`config.mk`:
```
export PLATFORM = sky130hd
export DESIGN_NAME = ffsa_cell
export DESIGN_NICKNAME = d
export VERILOG_FILES = /design/src/design/ffsa_pkg.sv /design/src/design/ffsa_cell.sv
export SDC_FILE = /design/constraint.sdc
export NUM_CORES = 1
export LEC_CHECK = 0
export BUFFER_PORTS_ARGS = -buffer_cell sky130_fd_sc_hd__buf_4
export CAP_MARGIN = 20
export CORE_MARGIN = 8
export CORE_UTILIZATION = 53
export DETAILED_ROUTE_END_ITERATION = 10
export PLACE_DENSITY = 0.95
export SYNTH_ARGS = -nofsm -noshare
export SYNTH_HDL_FRONTEND = slang
export SYNTH_SLANG_ARGS = --single-unit
```
`constraint.sdc`:
```
create_clock -name clk -period 4.2 [get_ports clk]
set_clock_uncertainty 0.2 [all_clocks]
set_input_delay 0.21 -clock clk [delete_from_list [all_inputs] [get_ports clk]]
set_output_delay 0.21 -clock clk [all_outputs]
set_load 0.005 [all_outputs]
```
`src/design/ffsa_pkg.sv`:
```
// Package for the first-fit segment allocator.
// Holds the function codes, status codes, controller state type, cell operation type and reset size.
// No dependencies.
package ffsa_pkg;

	typedef enum logic [1:0] {
		FN_ALLOC   = 2'd0,
		FN_FREE    = 2'd1,
		FN_COMPACT = 2'd2,
		FN_NONE    = 2'd3
	} func_t;

	typedef enum logic [2:0] {
		ST_OK    = 3'd0,
		ST_SHORT = 3'd1,
		ST_FRAG  = 3'd2,
		ST_NOID  = 3'd3,
		ST_FULL  = 3'd4,
		ST_TABLE = 3'd5
	} status_t;

	typedef enum logic [2:0] {
		S_IDLE,
		S_SCAN,
		S_FREE2,
		S_PACK,
		S_DONE
	} state_t;

	// Operation that every cell applies in the same cycle.
	typedef enum logic [2:0] {
		OP_HOLD,
		OP_INIT,
		OP_ALLOC,
		OP_FREE,
		OP_MERGE,
		OP_PACK,
		OP_TAIL
	} cell_op_t;

	localparam logic [15:0] RESET_SIZE = 16'd500;

endpackage

```
`src/design/ffsa_cell.sv`:
```
// One entry of the segment table and its share of the per-item work.
// Depends on ffsa_pkg. Takes its left neighbor's entry for split shifts, its right neighbor's for merges.
module ffsa_cell import ffsa_pkg::*; #(
	parameter int IDX        = 0,
	parameter int ID_WIDTH   = 16,
	parameter int ADDR_WIDTH = 16
) (
	input  logic                  clk,
	input  logic                  arst_n,
	input  cell_op_t              op,
	input  logic [ADDR_WIDTH-1:0] init_len,
	input  logic                  sel,          // this cell is the chosen entry (k, or k-1 on a left merge)
	input  logic                  right_of_sel, // index > chosen entry
	input  logic                  split,
	input  logic [ADDR_WIDTH-1:0] req,
	input  logic [ID_WIDTH-1:0]   pid,
	input  logic                  pack_wr,      // compaction writes this cell now
	input  logic [ADDR_WIDTH-1:0] pack_start,
	input  logic [ADDR_WIDTH-1:0] pack_len,
	input  logic [ID_WIDTH-1:0]   pack_owner,
	input  logic                  tail_wr,
	input  logic [ADDR_WIDTH-1:0] tail_len,
	input  logic [ADDR_WIDTH-1:0] l_start,
	input  logic [ADDR_WIDTH-1:0] l_len,
	input  logic [ID_WIDTH-1:0]   l_owner,
	input  logic                  l_used,
	input  logic                  l_sel,
	input  logic [ADDR_WIDTH-1:0] r_start,
	input  logic [ADDR_WIDTH-1:0] r_len,
	input  logic [ID_WIDTH-1:0]   r_owner,
	input  logic                  r_used,
	output logic [ADDR_WIDTH-1:0] start_q,
	output logic [ADDR_WIDTH-1:0] len_q,
	output logic [ID_WIDTH-1:0]   owner_q,
	output logic                  used_q
);

	// Split: cells past k+1 take the left entry, k+1 becomes the free remainder.
	// Merge (drop entry right of sel): cells right of sel take the right entry.
	always_ff @(posedge clk or negedge arst_n) begin
		if (!arst_n) begin
			used_q  <= 1'b0;
			start_q <= '0;
			len_q   <= (IDX == 0) ? RESET_SIZE[ADDR_WIDTH-1:0] : '0;
		end else begin
			case (op)
				OP_INIT: begin
					used_q  <= 1'b0;
					start_q <= '0;
					len_q   <= (IDX == 0) ? init_len : '0;
				end
				OP_ALLOC: begin
					if (sel) begin
						used_q  <= 1'b1;
						owner_q <= pid;
						if (split)
							len_q <= req;
					end else if (split && l_sel) begin
						used_q  <= 1'b0;
						start_q <= l_start + req;
						len_q   <= l_len - req;
					end else if (split && right_of_sel) begin
						used_q  <= l_used;
						owner_q <= l_owner;
						start_q <= l_start;
						len_q   <= l_len;
					end
				end
				OP_FREE: begin
					if (sel)
						used_q <= 1'b0;
				end
				OP_MERGE: begin
					if (sel) begin
						len_q <= len_q + r_len;
					end else if (right_of_sel) begin
						used_q  <= r_used;
						owner_q <= r_owner;
						start_q <= r_start;
						len_q   <= r_len;
					end
				end
				OP_PACK: begin
					if (pack_wr) begin
						used_q  <= 1'b1;
						owner_q <= pack_owner;
						start_q <= pack_start;
						len_q   <= pack_len;
					end
				end
				OP_TAIL: begin
					if (tail_wr) begin
						used_q  <= 1'b0;
						start_q <= pack_start;
						len_q   <= tail_len;
					end
				end
				default: begin
				end
			endcase
		end
	end

endmodule
```
== After elaboration in Yosys (flattened, before gate mapping) ==
Cells that the tools add are included.
W data, S select, Z words.
Operators by class
  add/sub/neg operators: 3
  $mul: 0
  divide/modulo/power cells: 0
  magnitude comparators: 0
  equal/unequal tests: 18
  shift-type cells: 0
  multiplexer cells: 33
  bitwise gates (word level): 0
  reduce and logical (&&, ||, !) cells: 9
Operators by type and width (count)
  $mux W16: 21
  $pmux W16 S5: 2
  $pmux W16 S3: 1
  $add A16 B16 Y16: 2
  $reduce_and A7 Y1: 3
  $sub A16 B16 Y16: 1
  $ne A3 B3 Y1 const B: 5
  $ne A2 B2 Y1 const B: 6
  $eq A3 B3 Y1 const B: 3
  $mux W1: 8
  $eq A3 B2 Y1 const B: 2
  $pmux W1 S6: 1
  $reduce_and A6 Y1: 1
  $reduce_bool A6 Y1: 1
  $reduce_bool A5 Y1: 1
  $ne A4 B4 Y1 const B: 1
  $eq A3 B1 Y1 const B: 1
  $reduce_bool A3 Y1: 1
  $logic_and A1 B1 Y1: 2
Word-level totals
  flip-flop bits (word level): 49
  latch bits: 0
  memory bits (writable): 0
  bits in read-only memories: 0
  bits of input ports: 221
  output and inout bits: 49
  word-level logic and storage cells: 67
  memories kept: 0

== Logic depth before layout (Yosys ltp) ==
  word-level depth: 5
  mapped depth: 12
  depth with buffers taken out: 11

== Least setup slack after synthesis ==
No wires, ideal clock.
  path kind: register to register
  start point: register len_q[0]
  end point: register len_q[12]
  library setup time: 128 ps
  data arrival time: 2465 ps
  data required time: 3872 ps
  path slack: 1407 ps
  stages on the path, launching flop included: 11
  path buffers: 0
  period minus slack after synthesis: 2793 ps
  cell sequence: dfrtp_1 > ha_1 > fa_1 > a211oi_1 > nor2_1 > nor4_1 > o31ai_1 > xor2_1 > mux2_2 > a221oi_1 > nor3_1
Between the ends
  longest elaborated chain between the ends: 3
RTL lines
  start, declared: line ffsa_cell.sv:33  | output logic [ADDR_WIDTH-1:0] len_q,
  start signal, assigned: line ffsa_cell.sv:44  | len_q <= (IDX == 0) ? RESET_SIZE[ADDR_WIDTH-1:0] : '0;
  start signal, assigned: line ffsa_cell.sv:50  | len_q <= (IDX == 0) ? init_len : '0;
  start signal, assigned: line ffsa_cell.sv:57  | len_q <= req;
  $add A16 B16 Y16: line ffsa_cell.sv:75  | len_q <= len_q + r_len;
  $mux W16: line ffsa_cell.sv:74  | if (sel) begin
  $pmux W16 S5: line ffsa_cell.sv:46  | case (op)
Every way passes these cells.
A chain may end at the register's enable or synchronous reset.

== Worst setup path in the final report ==
Ends and elaborated chain as after synthesis.

==> results by group <==
Status
  – Outcome: complete, but fails checks
  – Failing checks: hold timing

STA
  – Period utilisation layout: 0.746
  – Setup violators final: 0
  – Slew Limit Fails: 0
  – RSZ-0062 raised after global routing: false
  – Final Hold Fails: 1
  – Max-slew headroom: 0.423
  – Worst Tran Pin Value: 0.862 ns
  – Highest Clock Rate: 319 MHz
  – Min Hold Slack: -0.00423 ns
  – Sum of negative setup slack: 0 ns
  – Final worst path period need: 3.14 ns

Synth
  – Commonest cells in the netlist: a21oi_1, nand2_1, o21ai_0, nor2_1, ha_1
  – Sequential fraction of the synthesis area: 0.219
  – Syn Area/Cell: 7.66 um^2
  – Cell Area, Synth: 0.00601 mm^2
  – YS warnings: 0
  – Distinct cells, synth: 66
  – Most common cell in the synthesized netlist: a21oi_1
  – Mapped Nets: 1,054
  – Share of the synthesized area in the top cell type: 0.112
  – Share of flip-flops with an asynchronous set or reset: 0.673
  – Biggest area consumer among synthesized cells: dfrtp_1
  – Ys flop type: dfrtp_1
  – Synth top area cells: dfrtp_1, ha_1, a21oi_1, edfxtp_1, o21ai_0
  – Post-synth EDFFs: 16
  – Post-Synthesis Cells: 784
  – Count of state elements after synthesis: 49

Routing
  – Wire per inst: 20.8 um
  – Initial DRT Pass Iterations: 5
  – Drt total wl: 24.4 mm
  – WL met2: 11.7 mm
  – Max Used Layer: met4
  – Final ANT Viol Nets: 0
  – DR vias/cell: 6.17
  – Met1 Routed Length: 9.22 mm
  – Routed wl met3: 2.70 mm
  – Drt drc: 0
  – Drt first-iter violations: 712
  – Via total after detailed routing: 7,220

Cells and area
  – N_diodes: 0
  – Fillers: 894
  – Post-Layout Inst Area: 0.00827 mm^2
  – Nets: 1,296
  – Layout cell share with drive strength beyond 1: 0.304
  – Syn-to-layout area delta: 37.6%

Worst setup path
  – CP Buf/Inv Count: 0
  – WS Path Type: flip-flop to flip-flop
  – Slowest cell on crit path: fa_1
  – Worst setup EP type: flip-flop
  – Worst Setup Start Kind: flip-flop
  – Crit-path cells: ha_1 > fa_1 > a211oi_1 > nor2_1 > nor4_1 > o31ai_1 > xor2_1 > mux2_2 > a221oi_1 > nor3_1
  – Critical Path AT: 3.11 ns
  – Worst path max stage delay: 0.45 ns
  – CP Data Required Time: 4.18 ns
  – Crit Path Max Fanout: 3
  – Delay-heaviest family, CP: compound AO/OA/AOI/OAI gates

Pwr
  – LEAKAGE: 3.87 nW
  – P per Cell Area: 264 mW/mm^2
  – Peak supply drop: 199 uV

Global route
  – Initial antenna violation count: 0
  – Vias in the first global route: 7,055
  – Total congestion overflow: 0
  – Total GRT Usage: 0.312
  – First-pass GRT wire length: 37.1 mm
  – Pin count of the biggest net entering global routing: 80

Hold path
  – Min-delay worst type: input pin to flip-flop

Clocking
  – Clock buffer depth: 2
  – Inserted Clock Buffers: 5
  – Clock sinks: 49
  – H-Tree Depth: 2
  – CTS root buffer: clkbuf_16
  – Clock Latency Late Sink: 0.30 ns
  – Clk pin slew, worst setup/hold paths: 0.08 ns
  – CTS resizes: 0
  – CTS tree: built

Floorplanning
  – Die area: 0.0150 mm^2
  – Row count: 39
  – DIE HEIGHT: 122 um
  – Initial Util: 0.535
  – Die X: 122 um
  – Number of I/O pins: 270
  – Placeable Area: 0.0112 mm^2

Place
  – Area after DPL: 0.00808 mm^2
  – DP HPWL: 19.8 mm
  – Port buffer count: 269
  – GP Congestion: 0.963

Run
  – Max-cap viol count: 0
[state kept, by name, summed over array words and instances (netlist names)]
signal,flops
start_q,16
owner_q,16
used_q,1
len_q,16
[cell type report]
class	instances	area [um^2]	area share
Timing Repair Buffer	280	2110	0.256
Inverter	26	97.6	0.0118
Sequential cell	49	1310	0.159
Tap cell	143	179	0.0216
Clock buffer	5	125	0.0151
Clock inverter	3	25.0	0.00303
Multi-Input combinational cell	664	4410	0.534
[worst min-delay path, delay by kind of cell]
kind                   cells  cell delay [ns]
AOI/OAI and AO/OA          1             0.07
and+or+nand+nor            1             0.11
buffers and inverters      1             0.11
[metrics by stage]
stage / worst slack (ns) / util / total power [W] / cells / hold WS [ns]
2_1_floorplan: 1.41 / - / 0.00125 / 784 / -0.286
3_3_place_gp: 1.18 / 0.720 / 0.00169 / 1159 / 0.00555
3_5_place_dp: 1.12 / 0.720 / 0.00172 / 1159 / 0.00986
4_1_cts: 1.10 / 0.735 / 0.00216 / 1169 / 0.00144
5_1_grt: 0.938 / 0.737 / 0.00230 / 1170 / 0.0148
6_report: 1.06 / 0.737 / 0.00218 / 1170 / -0.00423
[cell families (layout without fill, tap and decap cells)]
kind of cell    after synthesis  count (layout)  synth area share
compound gates              324             324             0.352
xor+xnor                     26              26            0.0379
fa+ha+maj                    49              49             0.106
buf+inv                      71             314            0.0477
flops                        49              49             0.219
mux                          33              33            0.0560
simple gates                232             232             0.182
[cell usage in the layout, fill, tap and decap left out, drive strengths merged, types with 7 or more instances in the layout]
master  count
buf       278
a21oi      96
nand2      77
o21ai      73
nor2       55
ha         46
mux2i      28
inv        28
dfrtp      27
nor2b      25
a211oi     25
a21o       19
xnor2      19
nand2b     17
nor3       16
edfxtp     16
a22oi      15
nand3      14
a221oi     13
o21a        9
o31ai       8
o22ai       7
xor2        7
and3        7
[per-layer routing]
layer / vias to the layer above / global-route usage
li1: 3427 / -
met1: 3293 / 0.376
met2: 434 / 0.522
met3: 66 / 0.0842
met4: 0 / 0.116
met5: - / 0
[worst paths after layout]
check / from / end / slack (ns) / depth (start not counted)
setup / recovery: len_q[0]$_DFFE_PN0P_ / len_q[12]$_DFFE_PN0P_ / 1.06 / 10
setup reg to reg: len_q[0]$_DFFE_PN0P_ / len_q[12]$_DFFE_PN0P_ / 1.06 / 10
hold reg to reg: len_q[6]$_DFFE_PN1P_ / len_q[6]$_DFFE_PN1P_ / 0.29 / 2
min in group asynchronous: arst_n / start_q[6]$_DFFE_PN0P_ / 0.21 / 2
hold / removal: init_len[6] / len_q[6]$_DFFE_PN1P_ / -0.004 / 3
max in group asynchronous: arst_n / len_q[8]$_DFFE_PN1P_ / 3.21 / 2
[what timing repair did]
| action | CTS | global route |
|---|---|---|
| buffers inserted | 0 | 0 |
| endpoints found under the setup margin | 0 | 0 |
| hold buffers | 2 | 0 |
| endpoints found under the hold margin | 28 | 0 |
[where the power goes]
part	switching, W	leakage (nW)	total, W	internal (W)
Combinational	0.000561	3.25	0.00111	0.000546
Sequential	0.0000568	0.555	0.000630	0.000573
Clock	0.000217	0.0723	0.000444	0.000227
Power figures use the tool's default switching activity.
